<file path="src/hdl/sha256_hash_engine_assert.svh">
// Assertion helpers shared by the engine RTL.
`ifndef SHA256_HASH_ENGINE_ASSERT_SVH
`define SHA256_HASH_ENGINE_ASSERT_SVH

// Check that a condition holds in the same cycle as its trigger.
`define SHA_ASSERT_NOW(lbl, ante, cons, msg) \
	lbl: assert property (@(posedge clk) disable iff (!arst_n) (ante) |-> (cons)) \
		else $error(msg);

// Check that a condition holds in the cycle after its trigger.
`define SHA_ASSERT_NEXT(lbl, ante, cons, msg) \
	lbl: assert property (@(posedge clk) disable iff (!arst_n) (ante) |=> (cons)) \
		else $error(msg);

`endif

</file>
<file path="src/hdl/sha_pkg.sv">
package sha_pkg;

	typedef logic [31:0] word_t;
	typedef word_t chain_t [8];

	// Sequencer states
	typedef enum logic [5:0] {
		S_IDLE  = 6'b000001,
		S_PAD   = 6'b000010,
		S_WLOAD = 6'b000100,
		S_ROUND = 6'b001000,
		S_FOLD  = 6'b010000,
		S_OUT   = 6'b100000
	} seq_state_t;

	// Controls from the sequencer to the message schedule
	typedef struct packed {
		logic       push;
		logic       step;
		logic [5:0] t;
	} sched_ctrl_t;

	// Controls from the sequencer to the round unit
	typedef struct packed {
		logic init;
		logic step;
		logic fold;
		logic restart;
	} round_ctrl_t;

	localparam logic [7:0] PAD_MARK = 8'h80;
	localparam logic [5:0] LEN_START = 6'd56;

	localparam chain_t INIT_H = '{
		32'h6a09e667, 32'hbb67ae85, 32'h3c6ef372, 32'ha54ff53a,
		32'h510e527f, 32'h9b05688c, 32'h1f83d9ab, 32'h5be0cd19
	};

	localparam word_t ROUND_K [64] = '{
		32'h428a2f98, 32'h71374491, 32'hb5c0fbcf, 32'he9b5dba5,
		32'h3956c25b, 32'h59f111f1, 32'h923f82a4, 32'hab1c5ed5,
		32'hd807aa98, 32'h12835b01, 32'h243185be, 32'h550c7dc3,
		32'h72be5d74, 32'h80deb1fe, 32'h9bdc06a7, 32'hc19bf174,
		32'he49b69c1, 32'hefbe4786, 32'h0fc19dc6, 32'h240ca1cc,
		32'h2de92c6f, 32'h4a7484aa, 32'h5cb0a9dc, 32'h76f988da,
		32'h983e5152, 32'ha831c66d, 32'hb00327c8, 32'hbf597fc7,
		32'hc6e00bf3, 32'hd5a79147, 32'h06ca6351, 32'h14292967,
		32'h27b70a85, 32'h2e1b2138, 32'h4d2c6dfc, 32'h53380d13,
		32'h650a7354, 32'h766a0abb, 32'h81c2c92e, 32'h92722c85,
		32'ha2bfe8a1, 32'ha81a664b, 32'hc24b8b70, 32'hc76c51a3,
		32'hd192e819, 32'hd6990624, 32'hf40e3585, 32'h106aa070,
		32'h19a4c116, 32'h1e376c08, 32'h2748774c, 32'h34b0bcb5,
		32'h391c0cb3, 32'h4ed8aa4a, 32'h5b9cca4f, 32'h682e6ff3,
		32'h748f82ee, 32'h78a5636f, 32'h84c87814, 32'h8cc70208,
		32'h90befffa, 32'ha4506ceb, 32'hbef9a3f7, 32'hc67178f2
	};

	// Rotate a word right by a constant amount
	function automatic word_t rotr(input word_t x, input int unsigned n);
		return (x >> n) | (x << (32 - n));
	endfunction

endpackage

</file>
<file path="src/hdl/sha_if.sv">
// Byte request channel into the engine
interface sha_in_if;
	logic       valid;
	logic       ready;
	logic [7:0] data_byte;
	logic       byte_present;
	logic       end_of_message;

	modport source (output valid, data_byte, byte_present, end_of_message, input ready);
	modport sink (input valid, data_byte, byte_present, end_of_message, output ready);
endinterface

// Digest word channel out of the engine
interface sha_out_if;
	logic        valid;
	logic        ready;
	logic [31:0] digest_word;
	logic [2:0]  word_index;
	logic        last_word;

	modport source (output valid, digest_word, word_index, last_word, input ready);
	modport sink (input valid, digest_word, word_index, last_word, output ready);
endinterface

</file>
<file path="src/hdl/sha_sched.sv">
module sha_sched (
	input  logic                clk,
	input  sha_pkg::sched_ctrl_t ctrl,
	input  sha_pkg::word_t      word_in,
	output sha_pkg::word_t      wk
);
	import sha_pkg::*;

	word_t win_q [16];
	word_t wk_q;
	word_t w_new;
	word_t s0;
	word_t s1;

	// Pass loaded words while t < 16, then expand from the window taps
	always_comb begin
		s0 = rotr(win_q[1], 7) ^ rotr(win_q[1], 18) ^ (win_q[1] >> 3);
		s1 = rotr(win_q[14], 17) ^ rotr(win_q[14], 19) ^ (win_q[14] >> 10);
		if (ctrl.t < 6'd16) begin
			w_new = win_q[0];
		end else begin
			w_new = win_q[0] + s0 + win_q[9] + s1;
		end
	end

	// Shift the window on a loaded word or a schedule step
	always_ff @(posedge clk) begin
		if (ctrl.push || ctrl.step) begin
			for (int i = 0; i < 15; i++) begin
				win_q[i] <= win_q[i + 1];
			end
			win_q[15] <= ctrl.push ? word_in : w_new;
		end
		if (ctrl.step) begin
			wk_q <= w_new + ROUND_K[ctrl.t];
		end
	end

	assign wk = wk_q;

endmodule

</file>
<file path="src/hdl/sha_round.sv">
module sha_round (
	input  logic                clk,
	input  logic                arst_n,
	input  sha_pkg::round_ctrl_t ctrl,
	input  sha_pkg::word_t      wk,
	output sha_pkg::chain_t     chain
);
	import sha_pkg::*;

	chain_t chain_q;
	chain_t work_q;
	word_t  t1;
	word_t  t2;
	word_t  ch;
	word_t  maj;
	word_t  sig_a;
	word_t  sig_e;

	// Compression round on the working words a..h
	always_comb begin
		sig_a = rotr(work_q[0], 2) ^ rotr(work_q[0], 13) ^ rotr(work_q[0], 22);
		sig_e = rotr(work_q[4], 6) ^ rotr(work_q[4], 11) ^ rotr(work_q[4], 25);
		ch    = (work_q[4] & work_q[5]) ^ (~work_q[4] & work_q[6]);
		maj   = (work_q[0] & work_q[1]) ^ (work_q[0] & work_q[2]) ^ (work_q[1] & work_q[2]);
		t1    = work_q[7] + sig_e + ch + wk;
		t2    = sig_a + maj;
	end

	// Load, advance the working words
	always_ff @(posedge clk) begin
		if (ctrl.init) begin
			work_q <= chain_q;
		end else if (ctrl.step) begin
			work_q[7] <= work_q[6];
			work_q[6] <= work_q[5];
			work_q[5] <= work_q[4];
			work_q[4] <= work_q[3] + t1;
			work_q[3] <= work_q[2];
			work_q[2] <= work_q[1];
			work_q[1] <= work_q[0];
			work_q[0] <= t1 + t2;
		end
	end

	// Fold the block result into the chaining state, restart per message
	always_ff @(posedge clk or negedge arst_n) begin
		if (!arst_n) begin
			chain_q <= INIT_H;
		end else if (ctrl.restart) begin
			chain_q <= INIT_H;
		end else if (ctrl.fold) begin
			for (int i = 0; i < 8; i++) begin
				chain_q[i] <= chain_q[i] + work_q[i];
			end
		end
	end

	assign chain = chain_q;

endmodule

</file>
<file path="src/hdl/sha256_hash_engine.sv">
// SHA-256 engine, one message byte per request.
// req_in carries data_byte with byte_present, and end_of_message to close
// the message; a request may hold a byte, an end mark, both or neither.
// dig_out gives eight digest words, word_index 0 first, last_word on 7.
// A byte that does not fill the 64-byte block is taken with ready kept high.
// The byte that fills a block starts a compression (schedule preload,
// 64 rounds on the shared round unit, chaining fold); ready stays low.
// A closing request pads one byte per cycle up to the end of the block,
// and on through a second block when one is needed; each padded block is
// then compressed, and after the last fold the engine enters the output
// state and loads the first digest word once the output register is free.
// Requests wait out each compression, so the round unit sets the rate.
// Reset clears the chaining state to the initial hash, the bit count and
// the block fill; the engine comes out of reset ready.
// A stalled receiver holds the output register; the engine waits for each
// digest word to drain, and accepts the next request once the eighth word
// sits in the output register.
module sha256_hash_engine (
	input logic      clk,
	input logic      arst_n,
	sha_in_if.sink   req_in,
	sha_out_if.source dig_out
);
	import sha_pkg::*;

	seq_state_t  state_q;
	logic [5:0]  fill_q;
	logic [23:0] acc_q;
	logic [63:0] count_q;
	logic [63:0] len_q;
	logic        pad_q;
	logic        first_q;
	logic        final_q;
	logic        last_blk_q;
	logic [5:0]  round_q;
	logic [2:0]  idx_q;
	logic        out_valid_q;
	word_t       out_word_q;
	logic [2:0]  out_index_q;
	logic        out_last_q;

	logic        accept;
	logic        byte_push;
	logic [7:0]  byte_val;
	logic [7:0]  pad_byte;
	logic        final_now;
	logic        blk_full;
	logic        out_load;
	sched_ctrl_t sctrl;
	round_ctrl_t rctrl;
	word_t       wk;
	chain_t      chain;

	sha_sched u_sched (
		.clk     (clk),
		.ctrl    (sctrl),
		.word_in ({acc_q, byte_val}),
		.wk      (wk)
	);

	sha_round u_round (
		.clk    (clk),
		.arst_n (arst_n),
		.ctrl   (rctrl),
		.wk     (wk),
		.chain  (chain)
	);

	// Pick the byte entering the block; derive accept, push and output load
	always_comb begin
		final_now = first_q ? (fill_q < LEN_START) : final_q;
		if (first_q) begin
			pad_byte = PAD_MARK;
		end else if (final_q && fill_q >= LEN_START) begin
			pad_byte = len_q[63:56];
		end else begin
			pad_byte = 8'h00;
		end
		accept    = req_in.valid && (state_q == S_IDLE);
		byte_push = (accept && req_in.byte_present) || (state_q == S_PAD);
		byte_val  = (state_q == S_PAD) ? pad_byte : req_in.data_byte;
		blk_full  = byte_push && (fill_q == 6'd63);
		out_load  = (state_q == S_OUT) && (!out_valid_q || dig_out.ready);
	end

	// Drive schedule and round unit controls
	always_comb begin
		sctrl.push    = byte_push && (fill_q[1:0] == 2'b11);
		sctrl.step    = (state_q == S_WLOAD) || ((state_q == S_ROUND) && (round_q != 6'd63));
		sctrl.t       = (state_q == S_WLOAD) ? 6'd0 : round_q + 6'd1;
		rctrl.init    = (state_q == S_WLOAD);
		rctrl.step    = (state_q == S_ROUND);
		rctrl.fold    = (state_q == S_FOLD);
		rctrl.restart = out_load && (idx_q == 3'd7);
	end

	// Sequence requests, padding, compression and digest output
	always_ff @(posedge clk or negedge arst_n) begin
		if (!arst_n) begin
			state_q    <= S_IDLE;
			fill_q     <= '0;
			count_q    <= '0;
			pad_q      <= 1'b0;
			first_q    <= 1'b0;
			final_q    <= 1'b0;
			last_blk_q <= 1'b0;
			round_q    <= '0;
			idx_q      <= '0;
		end else begin
			if (byte_push) begin
				fill_q <= fill_q + 6'd1;
			end
			case (state_q)
				S_IDLE: begin
					if (accept) begin
						if (req_in.byte_present) begin
							count_q <= count_q + 64'd8;
						end
						if (req_in.end_of_message) begin
							pad_q   <= 1'b1;
							first_q <= 1'b1;
						end
						if (blk_full) begin
							state_q    <= S_WLOAD;
							last_blk_q <= 1'b0;
						end else if (req_in.end_of_message) begin
							state_q <= S_PAD;
						end
					end
				end
				S_PAD: begin
					first_q <= 1'b0;
					if (first_q) begin
						final_q <= final_now;
					end
					if (blk_full) begin
						state_q    <= S_WLOAD;
						last_blk_q <= final_now;
					end
				end
				S_WLOAD: begin
					state_q <= S_ROUND;
				end
				S_ROUND: begin
					round_q <= round_q + 6'd1;
					if (round_q == 6'd63) begin
						state_q <= S_FOLD;
					end
				end
				S_FOLD: begin
					if (!pad_q) begin
						state_q <= S_IDLE;
					end else if (last_blk_q) begin
						state_q <= S_OUT;
						idx_q   <= '0;
					end else begin
						state_q <= S_PAD;
						final_q <= 1'b1;
					end
				end
				S_OUT: begin
					if (out_load) begin
						idx_q <= idx_q + 3'd1;
						if (idx_q == 3'd7) begin
							state_q <= S_IDLE;
							pad_q   <= 1'b0;
							count_q <= '0;
						end
					end
				end
				default: begin
					state_q <= S_IDLE;
				end
			endcase
		end
	end

	// Gather bytes into words, hold and shift out the bit length
	always_ff @(posedge clk) begin
		if (byte_push) begin
			acc_q <= {acc_q[15:0], byte_val};
		end
		if (accept && req_in.end_of_message) begin
			len_q <= count_q + (req_in.byte_present ? 64'd8 : 64'd0);
		end else if (state_q == S_PAD && !first_q && final_q && fill_q >= LEN_START) begin
			len_q <= {len_q[55:0], 8'h00};
		end
	end

	// Hold digest words until the receiver takes them
	always_ff @(posedge clk or negedge arst_n) begin
		if (!arst_n) begin
			out_valid_q <= 1'b0;
		end else if (out_load) begin
			out_valid_q <= 1'b1;
		end else if (dig_out.ready) begin
			out_valid_q <= 1'b0;
		end
	end

	always_ff @(posedge clk) begin
		if (out_load) begin
			out_word_q  <= chain[idx_q];
			out_index_q <= idx_q;
			out_last_q  <= (idx_q == 3'd7);
		end
	end

	assign req_in.ready        = (state_q == S_IDLE);
	assign dig_out.valid       = out_valid_q;
	assign dig_out.digest_word = out_word_q;
	assign dig_out.word_index  = out_index_q;
	assign dig_out.last_word   = out_last_q;

	`include "sha256_hash_engine_assert.svh"

	`SHA_ASSERT_NEXT(a_close_starts_pad, accept && req_in.end_of_message, state_q != S_IDLE, "closing request did not start padding")
	`SHA_ASSERT_NOW(a_out_block_aligned, state_q == S_OUT, fill_q == 6'd0, "digest output with partial block")
	`SHA_ASSERT_NOW(a_round_idle_zero, state_q != S_ROUND, round_q == 6'd0, "round counter off outside rounds")
	`SHA_ASSERT_NOW(a_last_is_seven, out_valid_q && out_last_q, out_index_q == 3'd7, "last digest word not at index seven")

endmodule
</file>
<file path="src/flat_wrapper.sv">
// flat-port wrapper written by rule: the top's interface ports become plain ports
module sha256_hash_engine_flat import sha_pkg::*;
  (clk, arst_n, req_in_valid, req_in_data_byte, req_in_byte_present, req_in_end_of_message, req_in_ready, dig_out_valid, dig_out_digest_word, dig_out_word_index, dig_out_last_word, dig_out_ready);
  sha_in_if req_in_i ();
  sha_out_if dig_out_i ();
  input logic clk;
  input logic arst_n;
  input wire logic [$bits(req_in_i.valid)-1:0] req_in_valid;
  input wire logic [$bits(req_in_i.data_byte)-1:0] req_in_data_byte;
  input wire logic [$bits(req_in_i.byte_present)-1:0] req_in_byte_present;
  input wire logic [$bits(req_in_i.end_of_message)-1:0] req_in_end_of_message;
  output wire logic [$bits(req_in_i.ready)-1:0] req_in_ready;
  output wire logic [$bits(dig_out_i.valid)-1:0] dig_out_valid;
  output wire logic [$bits(dig_out_i.digest_word)-1:0] dig_out_digest_word;
  output wire logic [$bits(dig_out_i.word_index)-1:0] dig_out_word_index;
  output wire logic [$bits(dig_out_i.last_word)-1:0] dig_out_last_word;
  input wire logic [$bits(dig_out_i.ready)-1:0] dig_out_ready;
  assign req_in_i.valid = req_in_valid;
  assign req_in_i.data_byte = req_in_data_byte;
  assign req_in_i.byte_present = req_in_byte_present;
  assign req_in_i.end_of_message = req_in_end_of_message;
  assign req_in_ready = req_in_i.ready;
  assign dig_out_valid = dig_out_i.valid;
  assign dig_out_digest_word = dig_out_i.digest_word;
  assign dig_out_word_index = dig_out_i.word_index;
  assign dig_out_last_word = dig_out_i.last_word;
  assign dig_out_i.ready = dig_out_ready;
  sha256_hash_engine u_core (.clk(clk), .arst_n(arst_n), .req_in(req_in_i), .dig_out(dig_out_i));
endmodule
</file>
<file path="config.mk">
export PLATFORM = sky130hd
export DESIGN_NAME = sha256_hash_engine_flat
export DESIGN_NICKNAME = d
export VERILOG_FILES = /design/src/hdl/sha_pkg.sv /design/src/hdl/sha_if.sv /design/src/hdl/sha_sched.sv /design/src/hdl/sha_round.sv /design/src/hdl/sha256_hash_engine.sv /design/src/flat_wrapper.sv
export VERILOG_INCLUDE_DIRS = /design/src /design/src/hdl
export SDC_FILE = /design/constraint.sdc
export NUM_CORES = 2
export LEC_CHECK = 0
export BUFFER_PORTS_ARGS = -buffer_cell sky130_fd_sc_hd__buf_2
export CAP_MARGIN = 20
export CORE_MARGIN = 4
export CORE_UTILIZATION = 35
export CTS_BUF_LIST = sky130_fd_sc_hd__clkbuf_8
export CTS_CLUSTER_DIAMETER = 150
export DETAILED_ROUTE_END_ITERATION = 10
export PLACE_DENSITY = 0.57
export SYNTH_ARGS = -nofsm -noshare
export SYNTH_HDL_FRONTEND = slang
export SYNTH_HIERARCHICAL = 1
export SYNTH_SLANG_ARGS = --single-unit
</file>
<file path="constraint.sdc">
create_clock -name clk -period 12.2 [get_ports clk]
set_input_delay 1.83 -clock clk [delete_from_list [all_inputs] [get_ports clk]]
set_output_delay 1.83 -clock clk [all_outputs]
set_load 0.1 [all_outputs]
</file>
==> key figures <==
Power
  – PD cells: 128 nW/um2
  – Combinational share of power: 18.2%
  – Pint: 7.84 mW
  – LEAKAGE: 32.6 nW
  – Sw frac: 30.1%
  – Max IR drop VDD: 0.0986 mV
  – Seq pwr share: 45.7%
  – Power share of the clock group: 36.1%
  – Psw: 3.38 mW

Drt
  – First DRT Iteration DRCs: 5647
  – Wl on met1: 115000 um
  – Routed Antenna Nets: 0
  – Max layer used: met5
  – Vias: 59241
  – Final wirelength: 256000 um
  – Routed wl met2: 115000 um
  – WL/cell: 24.3 um
  – Met3 wire length: 17500 um
  – Pre-antenna DRT Iters: 8
  – Vias per cell: 5.64
  – DRC: 0

Global route
  – Total gr overflow: 0
  – First-pass GRT wire length: 378000 um
  – Gr usage total: 21.1%
  – Initial antenna violation count: 10
  – Largest net degree at the start of global routing: 188
  – Vias in the first global route: 57228

Timing
  – Measured slew at the worst slew-check pin: 1.06 ns
  – Period utilization: 61.1%
  – Relative slew slack: 28.7%
  – Max Freq: 134 MHz
  – Setup TNS: 0 ns
  – Endpoints failing setup: 0
  – Max Slew Vio Count: 0
  – Crit path time final: 7.45 ns
  – Final Hold Vio Count: 0
  – RSZ-0062 raised after global routing: no
  – Final Skew: 0.0648 ns

Critical path
  – Critical Path Fanout Max: 6
  – CP Capture Type: flip-flop
  – Worst reg2reg path endpoint: u_core/u_sched/wk[30]
  – FF-to-FF setup slack: 4.75 ns
  – Worst Reg-to-Reg Cells: 27
  – Worst setup SP type: flip-flop
  – Reg2Reg Launch Point: u_core/u_sched/win_q[3][84]
  – Setup crit start: u_core/u_sched/win_q[3][84]
  – Critical path class: flip-flop to flip-flop
  – Data required time of the worst path: 12.92 ns
  – Worst Path Arrival: 8.17 ns

Clock tree
  – Clk root buf: clkbuf_8
  – # hold bufs at CTS: 0
  – PostCTS Resize Cnt: 0
  – Clock Tree Buf Depth: 3
  – Clk_lat worst skew: 1.00 ns
  – CTS Buf Count: 223
  – Post-CTS Setup Repair Bufs: 0
  – Reg clk slew, reported paths: 0.07 ns
  – CTS tree: done
  – Htree depth: 4
  – CTS sink count: 1264

Cells and area
  – P&R area growth vs syn: 10.2%
  – Layout cell share with drive strength beyond 1: 13.5%
  – Nets: 7919
  – # fillers: 22005
  – Non-Filler Instances: 10513

Floorplan
  – Num ports: 52
  – Die H: 484 um
  – Initial core utilization: 35.3%
  – Die Wd: 484 um
  – Die area: 235000 um2
  – Floorplan row count: 174
  – Core ar.: 225000 um2

Synth
  – Complex-gate fraction of the synthesized area: 14.7%
  – Yosys reg bits: 1264
  – Yosys cell types: 115
  – Count leader, synth: edfxtp_1
  – Avg Inst Size Synth: 10.9 um2
  – Post-synthesis cell area: 79400 um2
  – Synth Warn #: 6
  – Synth Area in XOR/XNOR: 7.00%
  – Mux cell area share after synthesis: 7.30%
  – Most frequent cells after synthesis: edfxtp_1, nand2_1, a21oi_1
  – Mapped Nets: 7884
  – Synth Area in Adders: 10.9%
  – Synth async-reset ratio: 27.1%
  – Synth top area share: 34.8%
  – EDFF count, synth: 921
  – Gate Count Post-Synth: 7279
  – Most used DFF post-synth: edfxtp_1
  – Area leader, netlist: edfxtp_1
  – Leading post-synthesis cells by cell area: edfxtp_1, ha_1, dfrtp_1, dfstp_2, xnor2_1
  – Register area share after synthesis: 45.8%
  – Synth Area in Simple Gates: 10.6%
  – Main combinational cell family by area after synthesis: compound AO/OA/AOI/OAI gates

Placement
  – GPL Wtd Cong: 0.953
  – HPWL Detailed: 188000 um
  – Port bufs: 51
  – Total placed cells including tap cells: 10081

Hold path
  – Hold path depth: 0
  – Hold Path Class: flip-flop to flip-flop
  – Worst Hold Launch: u_core/u_sched/win_q[1][46]
  – Worst hold path endpoint: u_core/u_sched/win_q[1][14]

Job
  – Max Cap Violations: 0

Status
  – Status: finished, final reports clean
==> per-stage QoR <==
step                instance area [um2]  total power, mW  setup slack (ns)  util [%]  hold WS, ns
floorplan                         79400             6.68              1.41         -        0.400
global placement                  82900             7.22              4.90      36.8        0.400
CTS                               87500             11.4              4.76      38.8        0.395
detailed placement                82900             7.23              4.86      36.8        0.405
global route                      87500             11.8              4.00      38.8        0.409
finish                            87500             11.2              4.75      38.8        0.400
==> registers in the layout (all words and copies together), names as in the netlist, 3 cells and up <==
register                    cells
u_core/idx_q                    3
u_core/dig_out.word_index       3
u_core/state_q                  6
u_core/dig_out.digest_word     32
u_core/round_q                  6
u_core/u_sched/wk              32
u_core/u_sched/win_q          512
u_core/count_q                 61
u_core/u_round/work_q         256
u_core/len_q                   61
u_core/acc_q                   24
u_core/u_round/chain          256
u_core/fill_q                   6
==> power by group through the flow <==
stage | clock network (mW) | registers [mW] | logic [mW]
floorplan | 0 | 5.19 | 1.49
global placement | 0 | 5.21 | 2.01
detailed placement | 0 | 5.22 | 2.01
CTS | 4.19 | 5.13 | 2.03
global route | 4.39 | 5.15 | 2.24
finish | 4.05 | 5.13 | 2.04
==> worst max-delay path, cell delays in order (launching register included) <==
cell	delay (ns)
edfxtp_1	0.53
xnor2_1	0.20
xnor2_1	0.30
fa_1	0.50
fa_1	0.51
ha_1	0.16
inv_1	0.06
fa_1	0.45
nor2b_1	0.16
o31a_1	0.25
o21ai_0	0.13
a21boi_0	0.26
o21ai_0	0.15
a21boi_0	0.26
o21ai_0	0.13
nor3b_1	0.16
o31ai_1	0.53
ha_1	0.41
a21oi_1	0.18
o211ai_1	0.12
a21oi_1	0.28
o21ai_0	0.22
o21ai_0	0.29
o31ai_2	0.13
a31oi_2	0.28
o211ai_2	0.15
a311oi_2	0.29
xnor2_1	0.09
==> worst max path at each step <==
stage                                  to  slack [ns]  cells past startpoint
3_3_place_gp   u_core/u_round/work_q[126]        4.90                     23
5_1_grt             u_core/u_sched/wk[30]        4.00                     27
2_1_floorplan  u_core/u_sched/win_q[0][0]        1.41                      9
6_report            u_core/u_sched/wk[30]        4.75                     27
3_5_place_dp        u_core/u_sched/wk[30]        4.86                     27
4_1_cts             u_core/u_sched/wk[30]        4.76                     27
==> layout by cell type, fill, tap and decap left out, drive strengths merged, types with 82 or more instances in the layout <==
cell      n
xor2    239
o21ai   467
nor2    478
fa      166
nand2   529
inv     530
mux2i   124
nand3   147
clkinv   82
o31ai    84
mux2    266
buf     128
xnor2   396
nor3    111
a21oi   489
clkbuf  246
ha      425
dfrtp   206
a21o    202
dfstp   137
edfxtp  921
==> layer usage <==
layer | vias to the layer above | track usage, %
li1 | 26820 | -
met1 | 29745 | 29.8
met2 | 2254 | 32.9
met3 | 420 | 3.81
met4 | 2 | 6.52
met5 | - | 0
==> cells by family (layout without fill, tap and decap cells) <==
logic type	after synthesis	after routing
other	0	5
xor gates and xnor gates	635	635
AOI/OAI and AO/OA	1806	1806
buffers and inverters	762	999
muxes	459	459
DFF	1264	1264
and+or+nand+nor	1759	1759
adders and majority gates	594	594
==> cell type report <==
class	count	area (um2)	share of cell area [%]
clock buffers	246	3390	3.87
clock inverters	181	1210	1.39
repair buffers	128	865	0.988
flip-flops and latches	1264	36400	41.6
inverters	444	1680	1.92
multi-input cells	5253	40200	45.9
diodes	5	12.5	0.0143
well taps	2992	3740	4.28
(Power assumes the default switching activity.)
